===== src/hdl/sps_pkg.sv =====
// ----------------------------------------------------------------------------
// sps_pkg
// Shared types, constants and coil tables for the stepper phase sequencer.
// ----------------------------------------------------------------------------
`default_nettype none

package sps_pkg;

   // field widths
   localparam int SPR_W  = 12;
   localparam int DEG_W  = 16;
   localparam int HOLD_W = 8;
   localparam int MODE_W = 2;
   localparam int IDX_W  = 3;
   localparam int COIL_W = 4;

   // default width of the step counter
   localparam int STEP_COUNT_WIDTH_DEF = 16;

   // angle times steps per rev, and the divide by 45 after the power of two shift
   localparam int PROD_W      = DEG_W + SPR_W;        // 28
   localparam int Y_W         = PROD_W - 2;           // 26, product / 4
   localparam int YH_W        = Y_W / 2;              // 13
   localparam int YL_W        = Y_W - YH_W;           // 13
   localparam int RECIP_W     = 27;
   localparam int RECIP_SHIFT = 32;
   localparam logic [RECIP_W-1:0] RECIP_45 = 27'd95443718; // ceil(2^32 / 45)
   localparam int PP_HI_W     = YH_W + RECIP_W;
   localparam int PP_LO_W     = YL_W + RECIP_W;
   localparam int SUM_W       = Y_W + RECIP_W;        // 53
   localparam int QUOT_W      = 21;                   // largest quotient < 2^21

   // item kinds
   localparam logic KIND_MOVE = 1'b0;
   localparam logic KIND_TICK = 1'b1;

   // mode codes, the high bit selects half step
   localparam logic [MODE_W-1:0] MODE_WAVE = 2'd0;
   localparam logic [MODE_W-1:0] MODE_FULL = 2'd1;
   localparam logic [MODE_W-1:0] MODE_HALF = 2'd2;

   // direction codes
   localparam logic DIR_FWD = 1'b0;
   localparam logic DIR_REV = 1'b1;

   // sequence index masks
   localparam logic [IDX_W-1:0] IDX_MASK_HALF = 3'd7;
   localparam logic [IDX_W-1:0] IDX_MASK_FULL = 3'd3;

   // payload carried down the arithmetic stages
   typedef struct packed {
      logic              kind;
      logic [MODE_W-1:0] mode;
      logic              dir;
      logic [HOLD_W-1:0] hold;
   } cmd_type;

   function automatic logic is_half(input logic [MODE_W-1:0] mode);
      is_half = mode[1];
   endfunction

   // coil pattern for a mode and sequence index
   function automatic logic [COIL_W-1:0] pattern_at(input logic [MODE_W-1:0] mode,
                                                    input logic [IDX_W-1:0]  idx);
      logic [COIL_W-1:0] pat;
      pat = 4'h0;
      if (is_half(mode)) begin
         case (idx)
            3'd0:    pat = 4'h2;
            3'd1:    pat = 4'h6;
            3'd2:    pat = 4'h4;
            3'd3:    pat = 4'h5;
            3'd4:    pat = 4'h1;
            3'd5:    pat = 4'h9;
            3'd6:    pat = 4'h8;
            default: pat = 4'hA;
         endcase
      end else if (mode == MODE_FULL) begin
         case (idx[1:0])
            2'd0:    pat = 4'h9;
            2'd1:    pat = 4'hA;
            2'd2:    pat = 4'h6;
            default: pat = 4'h5;
         endcase
      end else begin
         case (idx[1:0])
            2'd0:    pat = 4'h2;
            2'd1:    pat = 4'h4;
            2'd2:    pat = 4'h1;
            default: pat = 4'h8;
         endcase
      end
      pattern_at = pat;
   endfunction

endpackage

`default_nettype wire


===== src/hdl/stepper_phase_sequencer.sv =====
// Each item passes the stage 1, stage 2 and stage 3 registers and then the result
// register before it can transfer.
// Throughput: one item per cycle unless a held result stalls it; the angle to step conversion is a 4 stage
// pipeline (multiply, split reciprocal multiply, sum, state update).
// A held result stalls the whole pipeline, so req_tready is low only while a result is held.
// Synchronous reset clears the pipeline, the motor state and steps_per_rev.
// ----------------------------------------------------------------------------
// stepper_phase_sequencer
// Four coil stepper sequencer with wave, two-phase full and half step modes.
// ----------------------------------------------------------------------------
`default_nettype none

module stepper_phase_sequencer
   import sps_pkg::*;
#(
   parameter int STEP_COUNT_WIDTH = STEP_COUNT_WIDTH_DEF
) (
   input  wire logic             clock,
   input  wire logic             reset,
   // configuration
   input  wire logic             csr_wr_en,
   input  wire logic [SPR_W-1:0] csr_wr_data,  // steps_per_rev
   // commands and ticks
   input  wire logic             req_tvalid,
   output logic                  req_tready,
   input  wire logic [31:0]      req_tdata,    // mode[1:0], direction[2], degrees[18:3],
                                               // hold_ticks[26:19], zero fill
   input  wire logic             req_tuser,    // kind
   // results
   output logic                  rsp_tvalid,
   input  wire logic             rsp_tready,
   output logic [7:0]            rsp_tdata     // coils[3:0], busy_res[4], done_res[5],
                                               // rejected[6], zero fill
);

   localparam int SW = STEP_COUNT_WIDTH;

   // steps_per_rev register
   logic [SPR_W-1:0] spr_ff;

   always_ff @(posedge clock) begin
      if (reset) begin
         spr_ff <= '0;
      end else if (csr_wr_en) begin
         spr_ff <= csr_wr_data;
      end
   end

   // pipeline advances when the result register is free or being drained
   logic advance;
   assign advance    = !rsp_tvalid || rsp_tready;
   assign req_tready = advance;

   // unpack input item
   cmd_type           in_cmd;
   logic [DEG_W-1:0]  in_deg;
   always_comb begin
      in_cmd.kind = req_tuser;
      in_cmd.mode = req_tdata[1:0];
      in_cmd.dir  = req_tdata[2];
      in_cmd.hold = req_tdata[26:19];
      in_deg      = req_tdata[18:3];
   end

   // stage 1: angle times steps per rev
   logic              v1_ff;
   cmd_type           c1_ff;
   logic [PROD_W-1:0] prod_ff;

   always_ff @(posedge clock) begin
      if (reset) begin
         v1_ff <= 1'b0;
      end else if (advance) begin
         v1_ff <= req_tvalid;
      end
   end

   always_ff @(posedge clock) begin
      if (advance) begin
         c1_ff   <= in_cmd;
         prod_ff <= PROD_W'(in_deg) * PROD_W'(spr_ff);
      end
   end

   // stage 2: divide by 8 or 4, then two partial products with 1/45
   logic              v2_ff;
   cmd_type           c2_ff;
   logic [Y_W-1:0]    y_val;
   logic [PP_HI_W-1:0] pp_hi_ff;
   logic [PP_LO_W-1:0] pp_lo_ff;

   assign y_val = is_half(c1_ff.mode) ? prod_ff[PROD_W-1:2]
                                      : {1'b0, prod_ff[PROD_W-1:3]};

   always_ff @(posedge clock) begin
      if (reset) begin
         v2_ff <= 1'b0;
      end else if (advance) begin
         v2_ff <= v1_ff;
      end
   end

   always_ff @(posedge clock) begin
      if (advance) begin
         c2_ff    <= c1_ff;
         pp_hi_ff <= PP_HI_W'(y_val[Y_W-1:YL_W]) * PP_HI_W'(RECIP_45);
         pp_lo_ff <= PP_LO_W'(y_val[YL_W-1:0]) * PP_LO_W'(RECIP_45);
      end
   end

   // stage 3: combine partial products, take quotient, saturate
   logic              v3_ff;
   cmd_type           c3_ff;
   logic [SUM_W-1:0]  sum_val;
   logic [QUOT_W-1:0] quot;
   logic [SW-1:0]     steps_sat;
   logic [SW-1:0]     steps3_ff;
   logic              zero3_ff;

   assign sum_val = {pp_hi_ff, {YL_W{1'b0}}} + SUM_W'(pp_lo_ff);
   assign quot    = sum_val[RECIP_SHIFT+QUOT_W-1:RECIP_SHIFT];

   generate
      if (SW >= QUOT_W) begin : g_nosat
         assign steps_sat = SW'(quot);
      end else begin : g_sat
         assign steps_sat = (|quot[QUOT_W-1:SW]) ? {SW{1'b1}} : quot[SW-1:0];
      end
   endgenerate

   always_ff @(posedge clock) begin
      if (reset) begin
         v3_ff <= 1'b0;
      end else if (advance) begin
         v3_ff <= v2_ff;
      end
   end

   always_ff @(posedge clock) begin
      if (advance) begin
         c3_ff     <= c2_ff;
         steps3_ff <= steps_sat;
         zero3_ff  <= (quot == '0);
      end
   end

   // stage 4: motor state and result register
   logic [COIL_W-1:0] coil_ff, coil_in;
   logic [IDX_W-1:0]  idx_ff, idx_in;
   logic [SW-1:0]     steps_left_ff, steps_left_in;
   logic [HOLD_W-1:0] hold_left_ff, hold_left_in;
   logic [HOLD_W-1:0] hold_reload_ff, hold_reload_in;
   logic [MODE_W-1:0] act_mode_ff, act_mode_in;
   logic              act_dir_ff, act_dir_in;
   logic              moving_ff, moving_in;
   logic              done_val, rej_val;
   logic [HOLD_W-1:0] hold_dec;
   logic [SW-1:0]     steps_dec;
   logic [IDX_W-1:0]  idx_mask;
   logic              rsp_valid_ff;
   logic [7:0]        rsp_data_ff;

   assign hold_dec  = hold_left_ff - 1'b1;
   assign steps_dec = steps_left_ff - 1'b1;
   assign idx_mask  = is_half(act_mode_ff) ? IDX_MASK_HALF : IDX_MASK_FULL;

   // next state for one command or tick
   always_comb begin
      coil_in        = coil_ff;
      idx_in         = idx_ff;
      steps_left_in  = steps_left_ff;
      hold_left_in   = hold_left_ff;
      hold_reload_in = hold_reload_ff;
      act_mode_in    = act_mode_ff;
      act_dir_in     = act_dir_ff;
      moving_in      = moving_ff;
      done_val       = 1'b0;
      rej_val        = 1'b0;
      if (c3_ff.kind == KIND_MOVE) begin
         if (moving_ff) begin
            rej_val = 1'b1;
         end else if (zero3_ff) begin
            done_val = 1'b1;
         end else begin
            act_mode_in    = c3_ff.mode;
            act_dir_in     = c3_ff.dir;
            idx_in         = '0;
            coil_in        = pattern_at(c3_ff.mode, '0);
            steps_left_in  = steps3_ff;
            hold_reload_in = (c3_ff.hold == '0) ? HOLD_W'(1) : c3_ff.hold;
            hold_left_in   = (c3_ff.hold == '0) ? HOLD_W'(1) : c3_ff.hold;
            moving_in      = 1'b1;
         end
      end else if (moving_ff) begin
         hold_left_in = hold_dec;
         if (hold_dec == '0) begin
            steps_left_in = steps_dec;
            if (steps_dec == '0) begin
               moving_in = 1'b0;
               done_val  = 1'b1;
            end else begin
               if (act_dir_ff == DIR_REV) begin
                  idx_in = (idx_ff + idx_mask) & idx_mask;
               end else begin
                  idx_in = (idx_ff + 1'b1) & idx_mask;
               end
               coil_in      = pattern_at(act_mode_ff, idx_in);
               hold_left_in = hold_reload_ff;
            end
         end
      end
   end

   // state registers, updated only by an item leaving stage 3
   always_ff @(posedge clock) begin
      if (reset) begin
         coil_ff        <= '0;
         idx_ff         <= '0;
         steps_left_ff  <= '0;
         hold_left_ff   <= '0;
         hold_reload_ff <= '0;
         act_mode_ff    <= MODE_WAVE;
         act_dir_ff     <= DIR_FWD;
         moving_ff      <= 1'b0;
      end else if (advance && v3_ff) begin
         coil_ff        <= coil_in;
         idx_ff         <= idx_in;
         steps_left_ff  <= steps_left_in;
         hold_left_ff   <= hold_left_in;
         hold_reload_ff <= hold_reload_in;
         act_mode_ff    <= act_mode_in;
         act_dir_ff     <= act_dir_in;
         moving_ff      <= moving_in;
      end
   end

   // result register
   always_ff @(posedge clock) begin
      if (reset) begin
         rsp_valid_ff <= 1'b0;
      end else if (advance) begin
         rsp_valid_ff <= v3_ff;
      end
   end

   always_ff @(posedge clock) begin
      if (advance) begin
         rsp_data_ff <= {1'b0, rej_val, done_val, moving_in, coil_in};
      end
   end

   assign rsp_tvalid = rsp_valid_ff;
   assign rsp_tdata  = rsp_data_ff;

   // a finished move never reports busy
   a_done_not_busy: assert property (@(posedge clock) disable iff (reset)
      rsp_tvalid && rsp_tdata[5] |-> !rsp_tdata[4])
      else $error("done reported while still busy");

   // a rejected command leaves the running move in place
   a_rej_busy: assert property (@(posedge clock) disable iff (reset)
      rsp_tvalid && rsp_tdata[6] |-> rsp_tdata[4] && !rsp_tdata[5])
      else $error("rejected command without a running move");

   // a running move always has steps and hold ticks left
   a_moving_counts: assert property (@(posedge clock) disable iff (reset)
      moving_ff |-> (steps_left_ff != '0) && (hold_left_ff != '0)
                    && (hold_left_ff <= hold_reload_ff))
      else $error("move running with empty counters");

   // state only changes when an item leaves stage 3
   a_state_hold: assert property (@(posedge clock) disable iff (reset)
      !($past(advance) && $past(v3_ff)) && !$past(reset)
         |-> $stable(moving_ff) && $stable(steps_left_ff) && $stable(coil_ff))
      else $error("motor state changed without an item");

endmodule

`default_nettype wire

===== config.mk =====
export PLATFORM = sky130hd
export DESIGN_NAME = stepper_phase_sequencer
export DESIGN_NICKNAME = d
export VERILOG_FILES = /design/src/hdl/sps_pkg.sv /design/src/hdl/stepper_phase_sequencer.sv
export SDC_FILE = /design/constraint.sdc
export NUM_CORES = 1
export LEC_CHECK = 0
export BUFFER_PORTS_ARGS = -buffer_cell sky130_fd_sc_hd__buf_2
export CAP_MARGIN = 20
export CORE_ASPECT_RATIO = 0.75
export CORE_MARGIN = 4
export CORE_UTILIZATION = 60
export CTS_BUF_LIST = sky130_fd_sc_hd__clkbuf_2
export DETAILED_ROUTE_END_ITERATION = 10
export GPL_TIMING_DRIVEN = 1
export PLACE_DENSITY_LB_ADDON = 0.1
export SYNTH_ARGS = -nofsm -noshare
export SYNTH_HDL_FRONTEND = slang
export SYNTH_SLANG_ARGS = --single-unit
export TNS_END_PERCENT = 50

===== constraint.sdc =====
create_clock -name clock -period 7.9 [get_ports clock]
set_clock_uncertainty 0.05 [all_clocks]
set_input_delay 0.395 -clock clock [delete_from_list [all_inputs] [get_ports clock]]
set_output_delay 0.395 -clock clock [all_outputs]
set_load 0.02 [all_outputs]

==> results of run 1 <==
==> routing by layer <==
| layer | vias up | GRT usage, % | share of wire [%] |
|---|---|---|---|
| met2 | 486 | 37.9 | 44 |
| met1 | 8258 | 37.1 | 48 |
| met4 | 2 | 6.31 | 2.1 |
| met5 | - | 0 | 0.023 |
| met3 | 106 | 3.55 | 5.4 |
| li1 | 8220 | - | - |
==> cells by family (layout without fill, tap and decap cells) <==
group / after synthesis / count (layout)
buffers and inverters: 534 / 673
AOI/OAI and AO/OA: 365 / 365
muxes: 44 / 44
adders and majority gates: 567 / 567
other: 1 / 2
and+or+nand+nor: 607 / 607
xor gates and xnor gates: 95 / 95
DFF: 210 / 210
==> timing repair <==
action | in CTS | in global routing
buffers inserted | 0 | 0
hold buffers | 52 | 0
endpoints found under the hold margin | 55 | 0
==> area by class of cell <==
class	count	area (µm²)	area share (%)
repair buffers	111	831	3.31
well taps	512	641	2.55
inverters	462	1730	6.90
multi-input cells	1679	15700	62.3
diodes	1	2.50	0.00996
clock buffers	71	355	1.41
flip-flops and latches	210	5720	22.8
clock inverters	29	188	0.747
==> per-stage QoR <==
| step | hold slack [ps] | util, % | instances |
|---|---|---|---|
| floorplan | 350 | - | 2423 |
| CTS | 7.49 | 65.4 | 3074 |
| detailed placement | 355 | 62.6 | 2922 |
| global route | 10.5 | 65.4 | 3075 |
| global placement | 353 | 62.6 | 2922 |
| finish | 116 | 65.4 | 3075 |
==> cell usage in the layout (no fill, tap or decap), types with 12 or more instances in the layout <==
cell,instances
and3_1,13
buf_2,53
clkinv_1,16
nand3_1,25
dfxtp_1,59
nor2b_1,14
nor2_1,127
nand2_1,236
dlygate4sd3_1,52
nor3_1,27
mux2_2,12
a211oi_1,22
o21a_1,18
o21ai_0,64
mux2i_1,32
and2_1,79
a21o_1,31
nand2b_1,15
a21oi_1,123
clkbuf_2,71
xor2_1,26
nand4_1,15
fa_1,263
inv_1,462
xnor2_1,69
edfxtp_1,151
ha_1,304
==> worst max path at each step <==
stage | from | to | cells after the start
3_5_place_dp | c1_ff[10] | pp_hi_ff[38] | 21
5_1_grt | c1_ff[10] | pp_hi_ff[38] | 21
3_3_place_gp | c1_ff[10] | pp_lo_ff[39] | 22
6_report | c1_ff[10] | pp_hi_ff[38] | 21
2_1_floorplan | rsp_tready | steps_left_ff[4] | 10
4_1_cts | c1_ff[10] | pp_hi_ff[38] | 21
==> worst max-delay path: stages, from the launching register on <==
cell and delay, ps:
edfxtp_1 350, buf_4 370, mux2i_1 430, inv_1 180
ha_1 320, inv_1 70, fa_1 420, fa_1 570
fa_1 510, inv_1 50, fa_1 490, inv_1 40
ha_1 340, nand4_1 150, o32a_1 410, a21o_1 180
and2_1 170, o21ai_1 280, a41oi_1 220, a21oi_1 330
nor4_1 100, a311o_1 330
==> state kept, by name, summed over array words and instances (netlist names), 2 cells and up <==
name            count
coil_ff             4
hold_reload_ff      8
act_mode_ff         2
rsp_tdata           7
pp_lo_ff           26
spr_ff             12
c1_ff              12
prod_ff            26
steps3_ff          16
steps_left_ff      16
idx_ff              3
c3_ff              12
hold_left_ff        8
c2_ff              12
pp_hi_ff           39
==> impl_metrics.tcl, run 1 <==
set metrics [dict create \
    timing.critical_path.fanout_max 27 \
    relSlewSlack_pct 29.9 \
    clkTransAtPathRegs_ps 120 \
    grt_antenna_before_repair 2 \
    synthMostInstantiatedCell "inv_1" \
    global_route_wire_length_before_repair_um 85400 \
    dominant_combinational_cell_family_by_area_after_synthesis "adder cells" \
    maxCapViolations 0 \
    synth_area_leader_cell "fa_1" \
    fmax_mhz 150 \
    die_x_um 236 \
    drtPass1Iterations 6 \
    avgViaCountPerCell 5.55 \
    yosys_warnings 0 \
    ioPinCount 60 \
    count_of_standard_cell_rows 62 \
    die_height_um 179 \
    setup.worst_path.start_class "flop" \
    postSynth.asyncResetShare_pct 0 \
    run_status "completed" \
    grt_start_max_net_pins 79 \
    effective_utilization_at_floorplan_pct 60.9 \
    htree_num_levels 2 \
    fin_setup_tns_ps 0 \
    syn-cell-area_um2 23400 \
    cts_buffers 55 \
    timing.hold.worst.class "in -> reg" \
    synth_enable_flop_cells 151 \
    cts-root-buf "clkbuf_2" \
    design.die.area_um2 42300 \
    report.final.hold_viol_count 0 \
    synth.yosys.seq_area_share_pct 24.4 \
    design.core.area_um2 38400 \
    final_layout_size_suffix_gt1_share_pct 6.91 \
    drt.antenna.violating_nets 0 \
    r2r-end "pp_hi_ff[38]" \
    syn_area_per_cell_um2 9.66 \
    synth_simple_gate_area_share_pct 12.5 \
    worstMarginPinSlew_ps 1050 \
    timing.reg2reg.setup_slack_ps 1250 \
    post_synth_mux_area_share_pct 1.95 \
    synth-main-ff-cell "edfxtp_1" \
    yosys.area_share.adder_pct 38.8 \
    grt_setup_unrepaired "false" \
    post-route-min-period_ps 6650 \
    num-nets-final 3136 \
    final.fill_count 3156 \
    drc 0 \
    tritoncts "done" \
    totalWireLength_um 51300 \
    synth.net_count 3040 \
    worst_slack_ps 1250 \
    vias 17100 \
    synth_top_area_share_pct 22.5 \
    drv_slew 0 \
    whs_endpoint "c1_ff[0]" \
    report.final.setup_viol 0 \
    synth_xor_area_share_pct 3.56 \
    clk_latency_ps 960 \
    number_of_global_route_vias_before_repair 17000 \
    syn2layout_area_growth_pct 7.35 \
    synth-seq-cells 210 \
    post-place-ws_ps 1330 \
    detailedPlacementHpwl_um 40100 \
    crit_required_ps 8520 \
    cts_repair_resized_insts 0 \
    final_cell_area_um2 25100 \
    grt_total_usage_pct 24.7 \
    overflow 0 \
    place.port_buffers 53 \
    crit_arrival_ps 7270 \
    post-route-period-util_pct 84.2 \
    placed_cell_area_um2 24100 \
    worstSetupPathType "reg -> reg" \
    wire_per_inst_um 16.7 \
    clock_sink_count 210 \
    launch_point_of_the_worst_reg_to_reg_path "c1_ff[10]" \
    first_iter_violations 1014 \
    cts-root-to-sink-buffers 3 \
    syn_inst 2423 \
    synth_area_leaders "fa_1 22%, edfxtp_1 19%, ha_1 16%, inv_1 7.4%, dfxtp_1 5.0%" \
    timing.hold.worst_path_depth 2 \
    ff2ff_path_depth 21 \
    gp_congestion 0.930 \
    distinct_cell_type_count_after_synthesis 80 \
    hold_crit_start "req_tdata[19]" \
    cp-end-kind "flop" \
    ys_top_cells_by_count "462 x inv_1, 304 x ha_1, 263 x fa_1" \
    synth-compound-area-share_pct 10.0 \
]
Power of run 1 is left out: the tool's default activity adds up to more than one toggle a clock period on the data nets, which glitch-free logic cannot reach.
==> inputs of run 2 (changes only) <==
- ABC_AREA: unset -> 1
- clock period: 7.9 -> 6.1 ns (I/O delays scaled with it)
==> impl_metrics.tcl, run 2 <==
set metrics [dict create \
    r2r-end "pp_lo_ff[39]" \
    synth-main-ff-cell "edfxtp_1" \
    reg.largest.list "pp_hi_ff x39, pp_lo_ff x26, prod_ff x26" \
    drc 0 \
    critical_path.cell_chain "buf_12 -> o21ai_0 -> inv_1 -> ha_1 -> inv_1 -> fa_1 -> fa_1 -> inv_1 -> fa_1 -> inv_1 -> fa_1 -> inv_1 -> ha_1 -> a21oi_1 -> inv_1 -> a21oi_1 -> inv_1 -> nor2_1 -> nand2_1 -> nand2_1 -> o2111ai_1 -> xor2_1" \
    detailedPlacementHpwl_um 54200 \
    overflow 0 \
    final.fill_count 3533 \
    gp_congestion 1.00 \
    post-route-min-period_ps 5850 \
    crit_top_cell "inv_1" \
    post-route-period-util_pct 95.9 \
    grt_antenna_before_repair 2 \
    number_of_global_route_vias_before_repair 21000 \
    clkTransAtPathRegs_ps 120 \
    synth_simple_gate_area_share_pct 17.6 \
    global_route_wire_length_before_repair_um 108000 \
    clock_sink_count 210 \
    setup.worst_path.start_class "flop" \
    design.die.area_um2 46300 \
    maxCapViolations 0 \
    distinct_cell_type_count_after_synthesis 60 \
    top_register "pp_hi_ff" \
    worstSetupPathType "reg -> reg" \
    final_layout_size_suffix_gt1_share_pct 7.17 \
    ioPinCount 60 \
    final_cell_mix "727 x inv_1, 628 x nand2_1, 304 x ha_1" \
    cp-end-kind "flop" \
    die_height_um 187 \
    clk_latency_ps 1050 \
    report.final.hold_viol_count 0 \
    postCtsSetupRepairBufs 0 \
    timing.reg2reg.setup_slack_ps 250 \
    place.port_buffers 53 \
    count_of_standard_cell_rows 65 \
    syn_area_per_cell_um2 8.09 \
    cts-root-buf "clkbuf_2" \
    design.core.area_um2 42200 \
    hold_crit_start "reset" \
    synth-compound-area-share_pct 9.56 \
    fin_setup_tns_ps 0 \
    slowest_delay_ps 490 \
    ys_top_cells_by_count "728 x inv_1, 628 x nand2_1, 304 x ha_1" \
    synth.net_count 3799 \
    synth_area_leader_cell "fa_1" \
    crit_required_ps 6730 \
    crit_arrival_ps 6480 \
    syn2layout_area_growth_pct 8.60 \
    grt_setup_unrepaired "false" \
    post_synth_mux_area_share_pct 0.0875 \
    relSlewSlack_pct 33.8 \
    htree_num_levels 2 \
    report.final.setup_viol 0 \
    wire_per_inst_um 17.0 \
    num-nets-final 3935 \
    drtPass1Iterations 6 \
    timing.critical_path.slowest_stage_cell "fa_1" \
    layout_commonest_cell "inv_1" \
    synth-seq-cells 210 \
    grt_total_usage_pct 28.9 \
    synth_top_area_share_pct 20.5 \
    cts-root-to-sink-buffers 3 \
    fmax_mhz 171 \
    dominant_combinational_cell_family_by_area_after_synthesis "adder cells" \
    max_ffs_per_register 39 \
    die_x_um 247 \
    synth_area_leaders "fa_1 20%, edfxtp_1 18%, ha_1 15%, inv_1 11%, nand2_1 9.2%" \
    effective_utilization_at_floorplan_pct 61.0 \
    totalWireLength_um 66800 \
    timing.hold.worst.class "in -> reg" \
    worstMarginPinSlew_ps 992 \
    synthMostInstantiatedCell "inv_1" \
    timing.critical_path.fanout_max 50 \
    run_status "completed" \
    yosys.area_share.adder_pct 35.2 \
    yosys_warnings 0 \
    cts_buffers 53 \
    syn-cell-area_um2 25700 \
    first_iter_violations 1563 \
    drv_slew 0 \
    launch_point_of_the_worst_reg_to_reg_path "c1_ff[10]" \
    syn_inst 3182 \
    synth_xor_area_share_pct 3.33 \
    synth.yosys.seq_area_share_pct 22.2 \
    ff2ff_path_depth 22 \
    avgViaCountPerCell 5.48 \
    tritoncts "done" \
    whs_endpoint "hold_left_ff[2]" \
    grt_start_max_net_pins 104 \
    timing.hold.worst_path_depth 3 \
    postSynth.asyncResetShare_pct 0 \
    drt.antenna.violating_nets 0 \
    synth_enable_flop_cells 151 \
    vias 21500 \
]
[run 2: layer usage]
layer  track usage (%)  wire [µm]
met1              43.4      30500
met2              43.3      29200
met3              6.10       5870
met4              6.46       1230
met5                 0          0
[run 2: cells by family (layout without fill, tap and decap cells)]
group                      Yosys count  count (layout)
AOI/OAI and AO/OA                  431             431
adders and majority gates          567             567
other                                1               3
buffers and inverters              807             986
xor gates and xnor gates            97              97
DFF                                210             210
muxes                                2               2
and+or+nand+nor                   1067            1067
[run 2: worst max-delay path by stage]
stage	from	to	slack, ps	cells after the start
2_1_floorplan	spr_ff[6]	prod_ff[25]	940	20
3_3_place_gp	c1_ff[10]	pp_hi_ff[34]	490	23
3_5_place_dp	c1_ff[10]	pp_hi_ff[28]	400	21
4_1_cts	c1_ff[10]	pp_hi_ff[28]	310	21
5_1_grt	spr_ff[4]	prod_ff[27]	10	18
6_report	c1_ff[10]	pp_lo_ff[39]	250	22
[run 2: cell type report]
type / instances / area, µm² / area share, %
clock inverter: 26 / 225 / 0.806
multi-input combinational: 2165 / 16900 / 60.6
timing repair buffer: 153 / 1230 / 4.39
antenna: 2 / 5.00 / 0.0179
inverter: 735 / 2760 / 9.89
clock buffer: 72 / 360 / 1.29
tap: 569 / 712 / 2.55
sequential: 210 / 5720 / 20.5
[run 2: what timing repair did]
| action | CTS | global route |
|---|---|---|
| gates resized for setup | 0 | 8 |
| hold endpoints to repair | 53 | 0 |
| endpoints found under the setup margin | 0 | 6 |
| hold buffers | 79 | 0 |
[run 2: worst max-delay path, delay by kind of cell, from the launching register on]
family                   cells  cell delay [ps]
AO/OA/AOI/OAI                4             1160
XOR/XNOR                     1              180
adder cells (fa/ha/maj)      6             2600
buffers and inverters        8              870
flip-flops                   1              430
AND/OR/NAND/NOR              3              210
[run 2: metrics by stage]
| stage | setup WS (ps) | instances | cell area, µm² | hold WS, ps | utilization, % |
|---|---|---|---|---|---|
| finish | 250 | 3932 | 28000 | 129 | 66.2 |
| CTS | 313 | 3930 | 27900 | 18.6 | 66.2 |
| global route | 11.3 | 3932 | 28000 | 93.4 | 66.2 |
| global placement | 490 | 3753 | 26600 | 352 | 62.9 |
| detailed placement | 401 | 3753 | 26600 | 356 | 62.9 |
| floorplan | 936 | 3182 | 25700 | 350 | - |
Power of run 2 is left out for the same reason.
